--- src/wsd_pkg.sv ---
// Shared types and constants for the WebSocket frame deframer.
// No dependencies; the modules refer to it by scoped names.

package wsd_pkg;

	localparam int LENGTH_BITS_DEF = 64;

	localparam logic [3:0] OP_CLOSE  = 4'h8;
	localparam logic [6:0] LEN7_EXT16 = 7'd126;
	localparam logic [6:0] LEN7_EXT64 = 7'd127;

	typedef enum logic [2:0] {
		PH_HDR0    = 3'd0,
		PH_HDR1    = 3'd1,
		PH_EXT16   = 3'd2,
		PH_EXT64   = 3'd3,
		PH_MASK    = 3'd4,
		PH_PAYLOAD = 3'd5,
		PH_CLOSED  = 3'd6
	} phase_t;

	// input stage contents
	typedef struct packed {
		logic       vld;
		logic [7:0] rx_byte;
	} in_s1_t;

	// one result item
	typedef struct packed {
		logic [7:0] data;
		logic       data_valid;
		logic       last;
		logic [3:0] opcode;
		logic       fin;
		logic       closed;
	} res_t;

endpackage

--- src/wsd_rx_if.sv ---
// Byte channel into the deframer: valid/ready plus the received byte.
// No dependencies.

interface wsd_rx_if;
	logic       valid;
	logic       ready;
	logic [7:0] rx_byte;

	modport source (output valid, output rx_byte, input ready);
	modport sink   (input valid, input rx_byte, output ready);
endinterface

--- src/wsd_frame_if.sv ---
// Result channel out of the deframer: valid/ready plus the result fields.
// No dependencies.

interface wsd_frame_if;
	logic       valid;
	logic       ready;
	logic [7:0] data;
	logic       data_valid;
	logic       last;
	logic [3:0] opcode;
	logic       fin;
	logic       closed;

	modport source (output valid, output data, output data_valid, output last,
		output opcode, output fin, output closed, input ready);
	modport sink   (input valid, input data, input data_valid, input last,
		input opcode, input fin, input closed, output ready);
endinterface

--- src/wsd_in_reg.sv ---
// Input register stage: captures one received byte per cycle while the stage is empty or its byte leaves.
// Depends on wsd_pkg and wsd_rx_if.

module wsd_in_reg (
	input  logic            clk,
	input  logic            arst_n,
	wsd_rx_if.sink          rx,
	input  logic            adv,
	output wsd_pkg::in_s1_t stage
);

	logic       vld_s1;
	logic [7:0] byte_s1;

	// stage empty, or its item leaves this cycle
	assign rx.ready = !vld_s1 || adv;

	always_ff @(posedge clk or negedge arst_n) begin
		if (!arst_n) begin
			vld_s1 <= 1'b0;
		end else if (rx.ready) begin
			vld_s1 <= rx.valid;
		end
	end

	always_ff @(posedge clk) begin
		if (rx.ready && rx.valid) begin
			byte_s1 <= rx.rx_byte;
		end
	end

	assign stage.vld     = vld_s1;
	assign stage.rx_byte = byte_s1;

endmodule

--- src/wsd_parser.sv ---
// Frame parser: header/length/mask state and payload unmasking for one byte.
// Depends on wsd_pkg.

module wsd_parser #(
	parameter int LENGTH_BITS = wsd_pkg::LENGTH_BITS_DEF
) (
	input  logic            clk,
	input  logic            arst_n,
	input  wsd_pkg::in_s1_t stage,
	input  logic            slot_free,
	output logic            adv,
	output logic            load,
	output wsd_pkg::res_t   res
);

	wsd_pkg::phase_t        phase_q, phase_n;
	logic                   fin_q, fin_n;
	logic [3:0]             op_q, op_n;
	logic                   mask_q, mask_n;
	logic [LENGTH_BITS-1:0] len_q, len_n;   // length, then bytes remaining
	logic [2:0]             cnt_q, cnt_n;
	logic [31:0]            key_q, key_n;
	logic [1:0]             idx_q, idx_n;

	logic                   gen;
	logic                   do_after_len, do_hdr_done, do_end;
	logic [7:0]             end_d;
	logic                   end_v;
	logic [7:0]             b;
	logic [7:0]             key_byte;
	logic [7:0]             d;
	logic [LENGTH_BITS-1:0] len_push;

	assign b = stage.rx_byte;

	always_comb begin
		case (idx_q)
			2'd0:    key_byte = key_q[31:24];
			2'd1:    key_byte = key_q[23:16];
			2'd2:    key_byte = key_q[15:8];
			default: key_byte = key_q[7:0];
		endcase
	end

	assign d = b ^ key_byte;

	// saturate once the top byte is occupied
	always_comb begin
		if (len_q[LENGTH_BITS-1 -: 8] != 8'd0) begin
			len_push = '1;
		end else begin
			len_push = {len_q[LENGTH_BITS-9:0], b};
		end
	end

	always_comb begin
		phase_n      = phase_q;
		fin_n        = fin_q;
		op_n         = op_q;
		mask_n       = mask_q;
		len_n        = len_q;
		cnt_n        = cnt_q;
		key_n        = key_q;
		idx_n        = idx_q;
		gen          = 1'b0;
		do_after_len = 1'b0;
		do_hdr_done  = 1'b0;
		do_end       = 1'b0;
		end_d        = 8'd0;
		end_v        = 1'b0;
		res          = '0;
		res.opcode   = op_q;
		res.fin      = fin_q;

		unique case (phase_q)
			wsd_pkg::PH_HDR1: begin
				mask_n = b[7];
				key_n  = '0;
				len_n  = '0;
				cnt_n  = '0;
				if (b[6:0] == wsd_pkg::LEN7_EXT16) begin
					phase_n = wsd_pkg::PH_EXT16;
				end else if (b[6:0] == wsd_pkg::LEN7_EXT64) begin
					phase_n = wsd_pkg::PH_EXT64;
				end else begin
					len_n        = LENGTH_BITS'(b[6:0]);
					do_after_len = 1'b1;
				end
			end
			wsd_pkg::PH_EXT16, wsd_pkg::PH_EXT64: begin
				len_n = len_push;
				cnt_n = cnt_q + 3'd1;
				if ((phase_q == wsd_pkg::PH_EXT16 && cnt_q == 3'd1) ||
				    (phase_q == wsd_pkg::PH_EXT64 && cnt_q == 3'd7)) begin
					do_after_len = 1'b1;
				end
			end
			wsd_pkg::PH_MASK: begin
				key_n = {key_q[23:0], b};
				cnt_n = cnt_q + 3'd1;
				if (cnt_q == 3'd3) begin
					cnt_n       = '0;
					do_hdr_done = 1'b1;
				end
			end
			wsd_pkg::PH_PAYLOAD: begin
				idx_n = idx_q + 2'd1;
				len_n = len_q - LENGTH_BITS'(1);
				if (len_q[LENGTH_BITS-1:1] == '0) begin
					do_end = 1'b1;
					end_d  = d;
					end_v  = 1'b1;
				end else if (op_q != wsd_pkg::OP_CLOSE) begin
					gen            = 1'b1;
					res.data       = d;
					res.data_valid = 1'b1;
				end
			end
			wsd_pkg::PH_CLOSED: begin
				// stream is dead until reset
			end
			default: begin
				fin_n   = b[7];
				op_n    = b[3:0];
				phase_n = wsd_pkg::PH_HDR1;
			end
		endcase

		if (do_after_len) begin
			cnt_n = '0;
			if (mask_n) begin
				phase_n = wsd_pkg::PH_MASK;
			end else begin
				do_hdr_done = 1'b1;
			end
		end

		if (do_hdr_done) begin
			idx_n = '0;
			if (len_n == '0) begin
				do_end = 1'b1;
			end else begin
				phase_n = wsd_pkg::PH_PAYLOAD;
			end
		end

		if (do_end) begin
			gen      = 1'b1;
			res.last = 1'b1;
			if (op_q == wsd_pkg::OP_CLOSE) begin
				phase_n    = wsd_pkg::PH_CLOSED;
				res.closed = 1'b1;
			end else begin
				phase_n        = wsd_pkg::PH_HDR0;
				res.data       = end_d;
				res.data_valid = end_v;
			end
		end
	end

	// bytes without a result never wait on the output
	assign adv  = stage.vld && (!gen || slot_free);
	assign load = adv && gen;

	always_ff @(posedge clk or negedge arst_n) begin
		if (!arst_n) begin
			phase_q <= wsd_pkg::PH_HDR0;
			fin_q   <= 1'b0;
			op_q    <= '0;
			mask_q  <= 1'b0;
			len_q   <= '0;
			cnt_q   <= '0;
			key_q   <= '0;
			idx_q   <= '0;
		end else if (adv) begin
			phase_q <= phase_n;
			fin_q   <= fin_n;
			op_q    <= op_n;
			mask_q  <= mask_n;
			len_q   <= len_n;
			cnt_q   <= cnt_n;
			key_q   <= key_n;
			idx_q   <= idx_n;
		end
	end

endmodule

--- src/wsd_out_reg.sv ---
// Result register: holds one result item until the sink takes it.
// Depends on wsd_pkg and wsd_frame_if.

module wsd_out_reg (
	input  logic          clk,
	input  logic          arst_n,
	input  logic          load,
	input  wsd_pkg::res_t res,
	output logic          slot_free,
	wsd_frame_if.source   frame
);

	logic          vld_q;
	wsd_pkg::res_t res_q;

	assign slot_free = !vld_q || frame.ready;

	always_ff @(posedge clk or negedge arst_n) begin
		if (!arst_n) begin
			vld_q <= 1'b0;
		end else if (load) begin
			vld_q <= 1'b1;
		end else if (frame.ready) begin
			vld_q <= 1'b0;
		end
	end

	always_ff @(posedge clk) begin
		if (load) begin
			res_q <= res;
		end
	end

	assign frame.valid      = vld_q;
	assign frame.data       = res_q.data;
	assign frame.data_valid = res_q.data_valid;
	assign frame.last       = res_q.last;
	assign frame.opcode     = res_q.opcode;
	assign frame.fin        = res_q.fin;
	assign frame.closed     = res_q.closed;

endmodule

--- src/websocket_frame_deframer.sv ---
// Top level of the WebSocket frame deframer (receive side).
// Depends on wsd_pkg, wsd_rx_if, wsd_frame_if, wsd_in_reg, wsd_parser, wsd_out_reg.
//
//  channel | dir | payload                                      | note
//  --------+-----+----------------------------------------------+---------------------------
//  rx      | in  | rx_byte[7:0]                                 | one stream byte per item
//  frame   | out | data, data_valid, last, opcode, fin, closed  | zero or one per rx item
//
// One byte per cycle while nothing stalls. An accepted byte sits in the input register, is
// parsed there and its result is loaded into the result register, which drives frame
// valid. Header, length and mask bytes give no item and never wait on the output, save
// the final header byte of a frame with an empty payload; only a byte with a result
// stalls while the result register is full and not being taken. arst_n clears
// the parse state to "expect first header byte" and empties both registers.

module websocket_frame_deframer #(
	parameter int LENGTH_BITS = wsd_pkg::LENGTH_BITS_DEF  // 16..64
) (
	input  logic        clk,
	input  logic        arst_n,
	wsd_rx_if.sink      rx,
	wsd_frame_if.source frame
);

	wsd_pkg::in_s1_t stage;
	wsd_pkg::res_t   res;
	logic            adv;
	logic            load;
	logic            slot_free;

	// byte capture
	wsd_in_reg u_in (
		.clk    (clk),
		.arst_n (arst_n),
		.rx     (rx),
		.adv    (adv),
		.stage  (stage)
	);

	// header parse, length tracking, unmasking; close-frame payload is swallowed and a closed item ends the stream
	wsd_parser #(
		.LENGTH_BITS (LENGTH_BITS)
	) u_parse (
		.clk       (clk),
		.arst_n    (arst_n),
		.stage     (stage),
		.slot_free (slot_free),
		.adv       (adv),
		.load      (load),
		.res       (res)
	);

	// result holding register; decouples rx from frame backpressure
	wsd_out_reg u_out (
		.clk       (clk),
		.arst_n    (arst_n),
		.load      (load),
		.res       (res),
		.slot_free (slot_free),
		.frame     (frame)
	);

endmodule
--- src/flat_wrapper.sv ---
// flat-port wrapper written by rule: the top's interface ports become plain ports
module websocket_frame_deframer_flat 
#(
	parameter int LENGTH_BITS = wsd_pkg::LENGTH_BITS_DEF           
)
  (clk, arst_n, rx_valid, rx_rx_byte, rx_ready, frame_valid, frame_data, frame_data_valid, frame_last, frame_opcode, frame_fin, frame_closed, frame_ready);
  wsd_rx_if rx_i ();
  wsd_frame_if frame_i ();
  input  logic clk;
  input  logic arst_n;
  input wire logic [$bits(rx_i.valid)-1:0] rx_valid;
  input wire logic [$bits(rx_i.rx_byte)-1:0] rx_rx_byte;
  output wire logic [$bits(rx_i.ready)-1:0] rx_ready;
  output wire logic [$bits(frame_i.valid)-1:0] frame_valid;
  output wire logic [$bits(frame_i.data)-1:0] frame_data;
  output wire logic [$bits(frame_i.data_valid)-1:0] frame_data_valid;
  output wire logic [$bits(frame_i.last)-1:0] frame_last;
  output wire logic [$bits(frame_i.opcode)-1:0] frame_opcode;
  output wire logic [$bits(frame_i.fin)-1:0] frame_fin;
  output wire logic [$bits(frame_i.closed)-1:0] frame_closed;
  input wire logic [$bits(frame_i.ready)-1:0] frame_ready;
  assign rx_i.valid = rx_valid;
  assign rx_i.rx_byte = rx_rx_byte;
  assign rx_ready = rx_i.ready;
  assign frame_valid = frame_i.valid;
  assign frame_data = frame_i.data;
  assign frame_data_valid = frame_i.data_valid;
  assign frame_last = frame_i.last;
  assign frame_opcode = frame_i.opcode;
  assign frame_fin = frame_i.fin;
  assign frame_closed = frame_i.closed;
  assign frame_i.ready = frame_ready;
  websocket_frame_deframer #(.LENGTH_BITS(LENGTH_BITS)) u_core (.clk(clk), .arst_n(arst_n), .rx(rx_i), .frame(frame_i));
endmodule
--- config.mk ---
export PLATFORM = sky130hd
export DESIGN_NAME = websocket_frame_deframer_flat
export DESIGN_NICKNAME = d
export VERILOG_FILES = /design/src/wsd_pkg.sv /design/src/wsd_rx_if.sv /design/src/wsd_frame_if.sv /design/src/wsd_in_reg.sv /design/src/wsd_parser.sv /design/src/wsd_out_reg.sv /design/src/websocket_frame_deframer.sv /design/src/flat_wrapper.sv
export SDC_FILE = /design/constraint.sdc
export NUM_CORES = 1
export LEC_CHECK = 0
export BUFFER_PORTS_ARGS = -buffer_cell sky130_fd_sc_hd__buf_4
export CAP_MARGIN = 20
export CORE_UTILIZATION = 25
export DETAILED_ROUTE_END_ITERATION = 8
export PLACE_DENSITY = 0.46
export SYNTH_ARGS = -nofsm -noshare
export SYNTH_HDL_FRONTEND = slang
export SYNTH_HIERARCHICAL = 1
export SYNTH_SLANG_ARGS = --single-unit
--- constraint.sdc ---
create_clock -name clk -period 12.46 [get_ports clk]
set_input_delay 1.246 -clock clk [delete_from_list [all_inputs] [get_ports clk]]
set_output_delay 1.246 -clock clk [all_outputs]
set_load 0.03 [all_outputs]
==> results of run 1 <==
power groups by stage:
stage                     sequential, mW  clock (mW)  combinational, mW
final                              0.954       0.551               1.71
after global routing               0.976       0.577               1.83
after CTS                          0.942       0.563               1.68
after detailed placement           0.950           0               1.67
after global placement             0.949           0               1.68
after floorplan                    0.818           0               1.20
Yosys cell counts (all sizes together) (6+ instances only):
| cell | count | area [um^2] |
|---|---|---|
| nor2 | 89 | 341.6 |
| dfrtp | 112 | 2803 |
| o221ai | 11 | 96.34 |
| o21ai | 108 | 540.5 |
| nand4 | 29 | 181.4 |
| mux2 | 30 | 337.8 |
| nand3b | 7 | 52.55 |
| o211ai | 17 | 127.6 |
| a21oi | 39 | 195.2 |
| o22ai | 12 | 75.07 |
| nor4b | 7 | 61.31 |
| nand3 | 61 | 310.3 |
| o21a | 12 | 90.09 |
| o2111ai | 6 | 52.55 |
| or2 | 9 | 56.30 |
| and2 | 7 | 46.30 |
| nor4 | 47 | 327.8 |
| a222oi | 8 | 80.08 |
| xnor2 | 13 | 113.9 |
| o31ai | 8 | 70.06 |
| a211oi | 7 | 52.55 |
| nand2 | 79 | 296.5 |
| o22a | 9 | 78.83 |
| or3 | 23 | 143.9 |
| nor2b | 8 | 50.05 |
| a32o | 32 | 320.3 |
| and3 | 11 | 68.82 |
| or4 | 23 | 172.7 |
| ha | 10 | 125.1 |
| o221a | 7 | 78.83 |
| inv | 25 | 93.84 |
| edfxtp | 24 | 720.7 |
| clkbuf | 92 | 345.3 |
| nor3 | 40 | 205.2 |
| a31oi | 26 | 162.7 |
| nand2b | 14 | 105.1 |
| o31a | 10 | 87.58 |
| buf | 30 | 178.9 |
kinds of logic after synthesis:
family | Yosys count | synth area share [%]
and+or+nand+nor | 476 | 26.03
AOI/OAI and AO/OA | 369 | 26.06
buffers and inverters | 147 | 6.154
DFF | 136 | 35.08
muxes | 35 | 3.861
xor gates and xnor gates | 18 | 1.569
adders and majority gates | 10 | 1.246
cell type report:
cell class | count | area, um^2 | area share (%)
inverters | 25 | 93.84 | 0.8316
flip-flops and latches | 136 | 3523 | 31.22
clock inverters | 15 | 191.4 | 1.696
multi-input cells | 908 | 5933 | 52.58
repair buffers | 59 | 460.4 | 4.080
well taps | 525 | 656.9 | 5.821
clock buffers | 17 | 425.4 | 3.770
worst paths after layout:
path                                         start                       end  depth (start not counted)
max reg2reg                u_core/u_parse/len_q[3]  u_core/u_parse/len_q[38]                         13
max in group asynchronous                   arst_n   u_core/u_parse/key_q[7]                          2
min in group asynchronous                   arst_n  u_core/u_parse/len_q[36]                          1
min                           u_core/u_parse/fin_q    u_core/u_out/frame.fin                          0
min reg2reg                   u_core/u_parse/fin_q    u_core/u_out/frame.fin                          0
max                        u_core/u_parse/len_q[3]                  rx_ready                         13
stage by stage:
step | setup slack (ps) | cells | hold WS, ps
finish | 4304 | 1685 | 443.2
global route | 4088 | 1685 | 464.6
CTS | 4419 | 1685 | 448.0
detailed placement | 4906 | 1653 | 433.8
global placement | 4869 | 1651 | 429.9
floorplan | 6867 | 1191 | 446.8
registers in the layout, summed over array words and instances (netlist names):
register,count
u_core/u_parse/len_q,64
u_core/u_parse/key_q,32
u_core/u_in/byte_s1,8
u_core/u_out/frame.data,8
u_core/u_out/frame.opcode,4
u_core/u_parse/op_q,4
u_core/u_parse/cnt_q,3
u_core/u_parse/phase_q,3
u_core/u_parse/idx_q,2
u_core/u_in/vld_s1,1
u_core/u_out/frame.closed,1
u_core/u_out/frame.data_valid,1
u_core/u_out/frame.fin,1
u_core/u_out/frame.last,1
u_core/u_out/frame.valid,1
u_core/u_parse/fin_q,1
u_core/u_parse/mask_q,1
critical path: stages, from the launching register on:
cell,delay (ps)
dfrtp_1,480
or3_1,660
or4_1,930
or3_1,600
or3_1,480
o221ai_1,460
nand4_1,280
nor4_1,440
nand2_1,220
o31a_1,530
nor2_4,900
inv_2,100
nand2b_4,190
buf_4,170
metal layers:
metal  part of all wire (%)  global-route usage [%]
met1                     44                   30.11
met2                     44                   32.29
met3                    7.9                   3.322
met4                    3.9                   9.023
met5                      0                       0
placed cells by master, fill, tap and decap left out, types with 24 or more instances in the layout:
master and n:
nand2_1 79, edfxtp_1 24, inv_1 24, o21ai_0 102, nor4_1 43, nand3_1 60, buf_4 57, a32o_1 32
nor2_1 87, a21oi_1 38, nor3_1 38, dfrtp_1 112, a31oi_1 26, nand4_1 29
==> metrics.cfg, run 1 <==
[global_route]
antenna_found_initial=0
grt_max_degree=63
first_global_vias=9680
grt_usage_pct=21.39
overflow=0
grt_pass1_wl_um=65780

[cts]
clkSinkCount=136
htree_levels=4
clockBufferDepth=2
cts_buffers=17
cts_root_buf=clkbuf_16
cts_tree=built
ctsHoldBuffers=0
clk_latency_ps=440
path_clk_slew_ps=80
post_cts_resized=0
cts_setup_buffers=0

[worst_setup_path]
endpoint_kind=primary output
regToRegSetupSlack_ps=5320
worst-setup-path-type=reg -> out
setup.worst_path.start_class=flop
cp.arrival_ps=6910
path_max_fanout=39
required_ps=11210

[sta]
fmax_mhz=122.6
worstMarginPinSlew_ps=1211
setup_violations=0
fin_skew_ps=15.52
relSlewSlack_pct=18.49
tns_ps=0
slew_violations=0
hold_viol=0
fin_crit_sh_pct=65.46
fin_crit_ps=8156
grt_setup_unrepaired=false

[drt]
wl_per_cell_um=26.21
drc=0
routed_wl_um=44160
vias_per_cell=6.125
drtIter0Drc=1551
first_pass_iters=5
vias=10320
postRouteAntennaNets=0

[synthesis]
synth_area_per_cell_um2=8.434
syn-cell-area_mm2=0.01004
post_synth_num_cell_types=85
ys_ff_latch=136
synth-warning-count=6
ys_seq_area_share_pct=35.08
async_flop_share_pct=82.35
synth_edf_count=24
ys.flop_type=dfrtp_1
syn_inst=1191
syn_nets=1213

[place]
io_buffer_count=29
dpl.hpwl_um=30300
place_congestion=1.010
placed_cell_area_mm2=0.01067

[layout]
final_core_util_pct=28.47
diodes=0
areaGrowthSynthToFinish_pct=12.34
nets=1169
design_area_mm2=0.01128
nFillCells=4252
final_layout_size_suffix_gt1_share_pct=12.76

[die]
dieArea_mm2=0.04098
coreArea_mm2=0.03964
pin_count=30
fp.dieW_um=202.4
rows=73
start_util_pct=25.34
fp.dieH_um=202.4

[power_and_ir_drop]
pwr-share-seq_pct=29.6
power_mw=3.219
switching_power_mw=1.649
power_frac_clock_pct=17.1
pwr-share-comb_pct=53.3
ir_drop_v=0.00008465
cellPowerDensity_mw_per_mm2=285.3
p_sw_share_pct=51.23
p_int_mw=1.570
p_leak_nw=4.037

[worst_hold_path]
hp-class=reg -> reg

[outcome]
status=finished, final reports clean

[flow_run]
cap_violations=0

Note: power is estimated with default switching activity, not from simulation.
==> run 2: changes to the inputs <==
--- a/config.mk
+++ b/config.mk
@@ -5,11 +5,12 @@
 export SDC_FILE = /design/constraint.sdc
 export NUM_CORES = 1
 export LEC_CHECK = 0
+export ABC_AREA = 1
 export BUFFER_PORTS_ARGS = -buffer_cell sky130_fd_sc_hd__buf_4
 export CAP_MARGIN = 20
 export CORE_UTILIZATION = 25
 export DETAILED_ROUTE_END_ITERATION = 8
-export PLACE_DENSITY = 0.46
+export PLACE_DENSITY = 0.47
 export SYNTH_ARGS = -nofsm -noshare
 export SYNTH_HDL_FRONTEND = slang
 export SYNTH_HIERARCHICAL = 1
==> constraint.sdc (replaced) <==
create_clock -name clk -period 7.5 [get_ports clk]
set_input_delay 0.75 -clock clk [delete_from_list [all_inputs] [get_ports clk]]
set_output_delay 0.75 -clock clk [all_outputs]
set_load 0.03 [all_outputs]
==> metrics.cfg, run 2 <==
[drt]
routed.top_layer=met4
met3WireLength_um=1486
vias=9667
first_pass_iters=6
postRouteAntennaNets=0
routed_wl_um=33060
vias_per_cell=4.819
wl_per_cell_um=16.48
wl_met1_um=15950
dr_wl_met2_um=15070
drtIter0Drc=867
drc=0

[worst_setup_path]
crit_buf_inv=7
regToRegSetupSlack_ps=1800
required_ps=6750
r2r_end=u_core/u_in/byte_s1[6]
worst-setup-path-type=reg -> out
setup.worst_path.start_class=flop
path_delay_family=buffers and inverters
path_max_fanout=56
max_stage_delay_ps=780
cp.arrival_ps=5420
r2r_start=u_core/u_parse/phase_q[2]
endpoint_kind=primary output
cp_cell_sequence=inv_2, nand2_1, nand2_1, clkinv_1, buf_4, a21oi_1, nand2_1, nor2_1, nand2_1, nor2_1, nand2_1, nor2_1, nand2_1, nor2_1, nand2_1, nand2_1, nand2_2, buf_4, nand2_4, inv_2, inv_1, nand2_1, buf_4
rr_worst_depth=22
crit_slowest_cell=inv_2
cpMostUsedCell=nand2_1

[flow_run]
cap_violations=0

[layout]
largest_reg_flops=64
nFillCells=4256
final_core_util_pct=28.57
mostFrequentLayoutCell=nand2_1
diodes=0
top_regs=u_core/u_parse/len_q x64, u_core/u_parse/key_q x32
final_layout_size_suffix_gt1_share_pct=7.559
largest-register=u_core/u_parse/len_q
areaGrowthSynthToFinish_pct=11.71
nets=1504
layout_common_cells=nand2_1, nor2_1, nand3_1, dfrtp_1, inv_1

[sta]
worstMarginPinSlew_ps=1073
tns_ps=0
fin_crit_ps=6173
grt_setup_unrepaired=false
fin_crit_sh_pct=82.31
relSlewSlack_pct=28.48
setup_violations=0
holdWs_ps=437.2
slew_violations=0
fmax_mhz=162.0
hold_viol=0
fin_skew_ps=13.31

[power_and_ir_drop]
p_leak_nw=5.462
cellPowerDensity_mw_per_mm2=511.4
ir_drop_v=0.0003033

[cts]
cts_tree=built
post_cts_resized=0
clockBufferDepth=2
cts_root_buf=clkbuf_16
cts_setup_buffers=0
path_clk_slew_ps=60
ctsHoldBuffers=0
cts_buffers=17
clkSinkCount=136
clk_latency_ps=450
htree_levels=4

[synthesis]
synth_top_cell_area_share_pct=28.96
yosysMostFrequentCell=nand2_1
synth-warning-count=6
synth_area_leaders=dfrtp_1, nand2_1, nor2_1
ys.flop_type=dfrtp_1
post_synth_num_cell_types=41
yosysTopAreaCell=dfrtp_1
async_flop_share_pct=82.35
syn-cell-area_mm2=0.009677
syn_nets=1512
ys_ff_latch=136
syn_inst=1490
synth_commonest_cells=nand2_1, nor2_1, nand3_1
synth_area_per_cell_um2=6.494
ys_seq_area_share_pct=36.41
synth_edf_count=24

[die]
pin_count=30
start_util_pct=25.57
coreArea_mm2=0.03784
rows=71
fp.dieH_um=198.7
dieArea_mm2=0.03950
fp.dieW_um=198.7

[place]
io_buffer_count=29
place_congestion=0.9554
dpl.hpwl_um=23280

[global_route]
grt_pass1_wl_um=52600
overflow=0
grt_usage_pct=17.46
antenna_found_initial=0
grt_max_degree=88
first_global_vias=9054

[outcome]
status=finished, final reports clean

[worst_hold_path]
hp-class=in -> async

==> run 2: changes by cell type after synthesis, sizes merged, moves of 24 or more <==
cell and change:
nor3 -36, clkbuf -73, inv +74, nand2 +513
mux2 -30, nor2 +136, o21ai -25, nand3 +87
nor4 -46, a32o -32, a31oi -24
==> run 2: metrics by stage <==
| stage | setup slack, ps | std cells | power (mW) | cell area [um^2] |
|---|---|---|---|---|
| 2_1_floorplan | 4109 | 1490 | 3.671 | 9677 |
| 3_3_place_gp | 1829 | 1974 | 4.673 | 10240 |
| 3_5_place_dp | 1847 | 1974 | 4.668 | 10240 |
| 4_1_cts | 1338 | 2006 | 5.525 | 10810 |
| 5_1_grt | 843.4 | 2006 | 6.015 | 10810 |
| 6_report | 1327 | 2006 | 5.528 | 10810 |
==> run 2: area by class of cell <==
cell class / instances / area [um^2] / share of cell area, %
sequential: 136 / 3523 / 32.59
tap: 511 / 639.4 / 5.914
clock buffer: 18 / 429.2 / 3.970
clock inverter: 14 / 136.4 / 1.262
inverter: 101 / 379.1 / 3.507
multi-input combinational: 1189 / 5425 / 50.19
timing repair buffer: 37 / 277.8 / 2.569
==> run 2: worst max path at each step <==
stage | start | to | slack (ps) | cells after the start
finish | u_core/u_parse/phase_q[2] | rx_ready | 1330 | 23
global route | u_core/u_parse/phase_q[2] | rx_ready | 840 | 25
CTS | u_core/u_parse/phase_q[2] | rx_ready | 1340 | 23
detailed placement | u_core/u_parse/phase_q[2] | u_core/u_in/byte_s1[5] | 1850 | 22
global placement | u_core/u_parse/phase_q[2] | u_core/u_in/byte_s1[4] | 1830 | 22
floorplan | u_core/u_parse/len_q[0] | rx_ready | 4110 | 22
==> run 2: per-layer routing <==
metal / global-route usage (%) / vias up
met5: 0 / -
met4: 5.043 / 0
met3: 2.798 / 32
met2: 27.69 / 258
met1: 24.27 / 4556
li1: - / 4821
==> run 2: worst reg2reg max path: stages, from the launching register on <==
cell	delay [ps]
dfrtp_1	460
inv_2	100
nand2_1	390
nand2_1	520
clkinv_1	120
buf_4	550
a21oi_1	240
nand2_1	140
nor2_1	60
nand2_1	80
nor2_1	40
nand2_1	90
nor2_1	50
nand2_1	50
nor2_1	40
nand2_1	110
nand2_1	100
nand2_2	60
buf_4	420
nand2_4	110
inv_2	780
inv_1	180
a21oi_1	640
==> run 2: power breakdown <==
part | switching (mW) | total (mW) | internal (mW)
Combinational | 2.43 | 3.32 | 0.888
Clock | 0.363 | 0.827 | 0.464
Sequential | 0.371 | 1.39 | 1.01
Total | 3.16 | 5.53 | 2.37
==> run 2: logic make-up after synthesis <==
kind of cell | Yosys count | share of synthesized area (%)
xor gates and xnor gates | 8 | 0.7241
buffers and inverters | 165 | 7.590
and+or+nand+nor | 1029 | 45.68
adders and majority gates | 10 | 1.293
DFF | 136 | 36.41
AOI/OAI and AO/OA | 142 | 8.301
